===== config.mk =====
export PLATFORM = sky130hd
export DESIGN_NAME = phist_ctrl
export DESIGN_NICKNAME = d
export VERILOG_FILES = /design/src/sv/phist_pkg.sv /design/src/sv/phist_ctrl.sv
export SDC_FILE = /design/constraint.sdc
export NUM_CORES = 1
export LEC_CHECK = 0
export ABC_AREA = 0
export ABC_CLOCK_PERIOD_IN_PS = 1800
export BUFFER_PORTS_ARGS = -buffer_cell sky130_fd_sc_hd__buf_4
export CAP_MARGIN = 10
export CORE_AREA = 4 4 41 43
export DETAILED_ROUTE_END_ITERATION = 6
export DIE_AREA = 0 0 45 47
export PLACE_DENSITY = 0.61
export SETUP_SLACK_MARGIN = 0.02
export SLEW_MARGIN = 20
export SYNTH_ARGS = -nofsm -noshare
export SYNTH_HDL_FRONTEND = slang
export SYNTH_SLANG_ARGS = --single-unit

===== constraint.sdc =====
create_clock -name clk -period 1.8 [get_ports clk]
set_input_delay 0.36 -clock clk [delete_from_list [all_inputs] [get_ports clk]]
set_output_delay 0.36 -clock clk [all_outputs]
set_load 0.1 [all_outputs]

===== src/sv/phist_pkg.sv =====
// Package for the pixel histogram engine: sizes, opcodes and the
// controller/datapath command and status structs.
// No dependencies.
package phist_pkg;

  // Bin store geometry
  localparam int BINS       = 256;
  localparam int COUNT_BITS = 20;
  localparam int BIN_AW     = $clog2(BINS);

  // Item field widths
  localparam int OPCODE_W    = 2;
  localparam int VALUE_W     = 8;
  localparam int OUT_COUNT_W = 20;

  // Stream packing, padded to whole bytes
  localparam int IN_FIELDS_W  = OPCODE_W + VALUE_W;
  localparam int IN_TDATA_W   = ((IN_FIELDS_W + 7) / 8) * 8;
  localparam int OUT_FIELDS_W = VALUE_W + OUT_COUNT_W;
  localparam int OUT_TDATA_W  = ((OUT_FIELDS_W + 7) / 8) * 8;
  localparam int OUT_PAD_W    = OUT_TDATA_W - OUT_FIELDS_W;

  // Register reset value
  localparam logic [VALUE_W-1:0] MAX_LEVEL_RST = 8'd255;

  // Opcodes
  localparam logic [OPCODE_W-1:0] OP_ACCUM    = 2'd0;
  localparam logic [OPCODE_W-1:0] OP_READ     = 2'd1;
  localparam logic [OPCODE_W-1:0] OP_READ_CLR = 2'd2;

  // Controller to datapath
  typedef struct packed {
    logic              rd_en;    // take the input item, issue bin read
    logic              upd_en;   // finish the item: write back, load result
    logic              clr_en;   // clearing pass write
    logic [BIN_AW-1:0] clr_addr; // clearing pass address
  } cmd_t;

  // Datapath to controller
  typedef struct packed {
    logic needs_out;   // held item produces a result
    logic out_blocked; // result register full and not drained this cycle
  } sts_t;

endpackage


===== src/sv/phist_ctrl.sv =====
// Controller for the pixel histogram: clearing pass after reset, then a
// two-step sequence per item (bin read, then update and result load).
// Depends on phist_pkg.
module phist_ctrl (
  input  logic                clk,
  input  logic                rst_n,
  input  logic                in_tvalid,
  output logic                in_tready,
  input  phist_pkg::sts_t     sts,
  output phist_pkg::cmd_t     cmd
);

  typedef enum logic [1:0] {
    ST_CLEAR,
    ST_IDLE,
    ST_EXEC
  } state_t;

  state_t                      state_r, state_nxt;
  logic [phist_pkg::BIN_AW-1:0] clr_addr_r, clr_addr_nxt;
  logic                        clr_last;
  logic                        exec_go;

  assign clr_last = (clr_addr_r == phist_pkg::BIN_AW'(phist_pkg::BINS - 1));
  // Item can finish unless its result has nowhere to go
  assign exec_go  = !(sts.needs_out && sts.out_blocked);

  // Next state and commands
  always_comb begin
    state_nxt    = state_r;
    clr_addr_nxt = clr_addr_r;
    cmd          = '0;
    cmd.clr_addr = clr_addr_r;
    in_tready    = 1'b0;
    case (state_r)
      ST_CLEAR: begin
        cmd.clr_en   = 1'b1;
        clr_addr_nxt = clr_addr_r + phist_pkg::BIN_AW'(1);
        if (clr_last) begin
          state_nxt = ST_IDLE;
        end
      end
      ST_IDLE: begin
        in_tready  = 1'b1;
        cmd.rd_en  = in_tvalid;
        if (in_tvalid) begin
          state_nxt = ST_EXEC;
        end
      end
      ST_EXEC: begin
        cmd.upd_en = exec_go;
        if (exec_go) begin
          state_nxt = ST_IDLE;
        end
      end
      default: begin
        state_nxt = ST_IDLE;
      end
    endcase
  end

  // State and sweep counter
  always_ff @(posedge clk) begin
    if (!rst_n) begin
      state_r    <= ST_CLEAR;
      clr_addr_r <= '0;
    end else begin
      state_r    <= state_nxt;
      clr_addr_r <= clr_addr_nxt;
    end
  end

endmodule


==> flow_metrics.py <==
metrics = {
    "outcome": {
        "status": "completed",
    },
    "clock_tree": {
        "cts-root-buf": "clkbuf_4",
        "clkTransAtPathRegs_ns": 0.07,
        "clkLatencyLatePin_ns": 0.27,
        "cts_tree": "yes",
        "h-tree-depth": 1,
        "cts-buffers-inserted": 3,
        "cts_setup_buffers": 0,
        "cts_buffer_depth": 2,
        "cts_num_sinks": 10,
    },
    "critical_path": {
        "cp_max_fo": 8,
        "arrival_ns": 1.34,
        "crit_path_end_kind": "output pin",
        "crit_type": "reg2out",
        "cp-start-kind": "flip-flop",
        "critPathRequiredTime_ns": 1.44,
    },
    "finish": {
        "stdcell_count": 87,
        "nets": 79,
        "area_growth_pct": 45.5,
        "antenna_cells": 0,
        "nFillCells": 132,
        "drive_gt1_share_pct": 47.2,
    },
    "synthesis": {
        "synth_top_area_share_pct": 42.8,
        "synth-edff-count": 0,
        "synth_area_sq_um": 468,
        "ys_types": 22,
        "netlist_instances": 52,
        "synth_warnings": 0,
        "syn-num-nets": 58,
        "synth.largest_area_cell": "dfxtp_1",
        "ys_top_cells_by_area": "dfxtp_1 (43%), a21oi_1 (7.5%), nand4bb_4 (5.9%)",
        "synthArstFlopShare_pct": 0,
        "ys_seq_area_share_pct": 42.8,
        "ys_seq_elements": 10,
        "synth_area_per_cell_sq_um": 9.00,
        "yosys_most_used_dff": "dfxtp_1",
    },
    "global_route": {
        "gr-total-overflow": 0,
        "grt_antenna_before_repair": 0,
        "grt_max_degree": 10,
        "grt_pass1_vias": 386,
        "grt_first_pass_wirelength_um": 1610,
        "grtUsageTotal_pct": 11.2,
    },
    "floorplanning": {
        "ios": 17,
        "dieArea_sq_mm": 0.00212,
        "die_w_um": 45,
        "fp-row-count": 13,
        "coreArea_sq_mm": 0.00130,
        "die_h_um": 47,
        "start_util_pct": 36.0,
    },
    "detailed_routing": {
        "drcViolationCount": 0,
        "dr.pass1.iters": 4,
        "wl_met1_um": 486,
        "antenna_left": 0,
        "wl_met2_um": 434,
        "wl_met3_um": 88,
        "drt-initial-drc-count": 6,
        "vias_per_cell": 4.92,
        "highest-signal-layer": "met4",
        "wl_um": 1020,
        "vias": 428,
        "wl_per_cell_um": 11.7,
    },
    "power_and_ir_drop": {
        "power.density_mw_per_mm2": 763,
        "clkPwrFrac_pct": 39.3,
        "switching_share_pct": 28.2,
        "ir_drop_v": 0.000360,
        "combPwrFrac_pct": 15.4,
        "p_int_mw": 0.373,
        "seq_power_share_pct": 45.4,
        "power.net_switching_mw": 0.147,
        "p_leak_nw": 0.262,
    },
    "sta": {
        "final_max_slew_viol_count": 0,
        "setup_violations": 0,
        "slew_headroom_pct": 82.3,
        "tightest_slew_ns": 0.263,
        "fmax_mhz": 588,
        "final_hold_viol_count": 0,
        "min_period_ns": 1.70,
        "rsz0062_at_grt": "false",
        "hold_ws_ns": 0.351,
        "fin_crit_sh_pct": 94.5,
        "clock_skew_ns": 0.00134,
        "finalSetupTns_ns": 0,
        "fin_ws_ns": 0.0992,
    },
    "hold_path": {
        "hold_path_class": "in2reg",
    },
    "place": {
        "dp.cells": 83,
        "gp_congestion": 0.651,
        "dp_slack_ns": 0.265,
        "numPortBuffers": 16,
        "dp_hpwl_um": 738,
    },
    "run": {
        "drv_cap": 0,
    },
}
[placed cells by master (no fill, tap or decap), drive strengths merged]
cell type and instances:
buf 16, dfxtp 10, a21oi 7, o21ai 5, nand2 4, or3 4
clkbuf 4, nor2 3, inv 2, xnor2 2, nor2b 1, clkinvlp 1
a21boi 1, and2b 1, or3b 1, clkinv 1, nand4bb 1, nand4 1
o31ai 1, or4 1, nand4b 1, nor4 1, o311a 1, nand3 1
ha 1
[critical path: stages, from the launching register on]
cell      delay [ns]
dfxtp_2         0.42
a21boi_0        0.26
and2b_1         0.17
buf_6           0.22
[worst paths after layout]
kind | startpoint | to | slack [ns] | depth (start not counted)
worst max-delay path | state_r[1]$_SDFFE_PN0P_ | cmd[9] | 0.1 | 3
worst min-delay path | rst_n | state_r[0]$_SDFFE_PN0P_ | 0.35 | 2
worst max register to register | clr_addr_r[0]$_SDFFE_PN0P_ | clr_addr_r[6]$_SDFFE_PN0P_ | 0.28 | 4
worst min register to register | clr_addr_r[6]$_SDFFE_PN0P_ | clr_addr_r[6]$_SDFFE_PN0P_ | 0.49 | 2
[per-layer routing]
layer	vias to the layer above	track usage [%]
met5	-	0
met2	14	16.7
met3	2	4.98
met1	184	12.4
met4	0	8.77
li1	228	-
[timing repair]
action	4_1_cts	5_1_grt
gates resized for setup	2	2
hold buffers	0	0
setup endpoints to repair	2	2
[metrics by stage]
step                      total power, mW  utilization, %  instance area (sq um)
after detailed placement            0.321            48.8                    634
after floorplan                     0.300               -                    495
after global routing                0.545            52.3                    681
after global placement              0.321            48.8                    634
final                               0.520            52.3                    681
after CTS                           0.530            51.9                    676
[logic make-up after synthesis]
family / after synthesis / share of synthesized area [%]
fa+ha+maj: 1 / 2.67
xor+xnor: 2 / 3.74
flops: 10 / 42.8
simple gates: 20 / 29.4
buf+inv: 4 / 3.21
compound gates: 15 / 18.2
[flip-flops by register name (all words and copies together) (netlist names)]
register / cells
clr_addr_r: 8
state_r: 2
[area by class of cell]
class	count	area, sq um	share of cell area [%]
multi-input cells	38	263	38.6
flip-flops and latches	10	216	31.8
inverters	4	18.8	2.76
repair buffers	16	128	18.7
well taps	15	18.8	2.76
clock buffers	4	36.3	5.33
[power by group through the flow]
stage | logic [mW] | clock network, mW | registers, mW
floorplan | 0.0181 | 0 | 0.282
global placement | 0.0801 | 0 | 0.241
detailed placement | 0.0803 | 0 | 0.241
CTS | 0.0805 | 0.214 | 0.236
global route | 0.0852 | 0.223 | 0.237
finish | 0.0799 | 0.204 | 0.236
[Yosys cell counts, types with 2 or more instances]
| cell type | n |
|---|---|
| dfxtp_1 | 10 |
| nand2_1 | 4 |
| or3_1 | 4 |
| nor2_1 | 3 |
| a21oi_1 | 7 |
| o21ai_0 | 5 |
| inv_1 | 3 |
| xnor2_1 | 2 |
No activity file was read; power rests on OpenSTA's default activity.
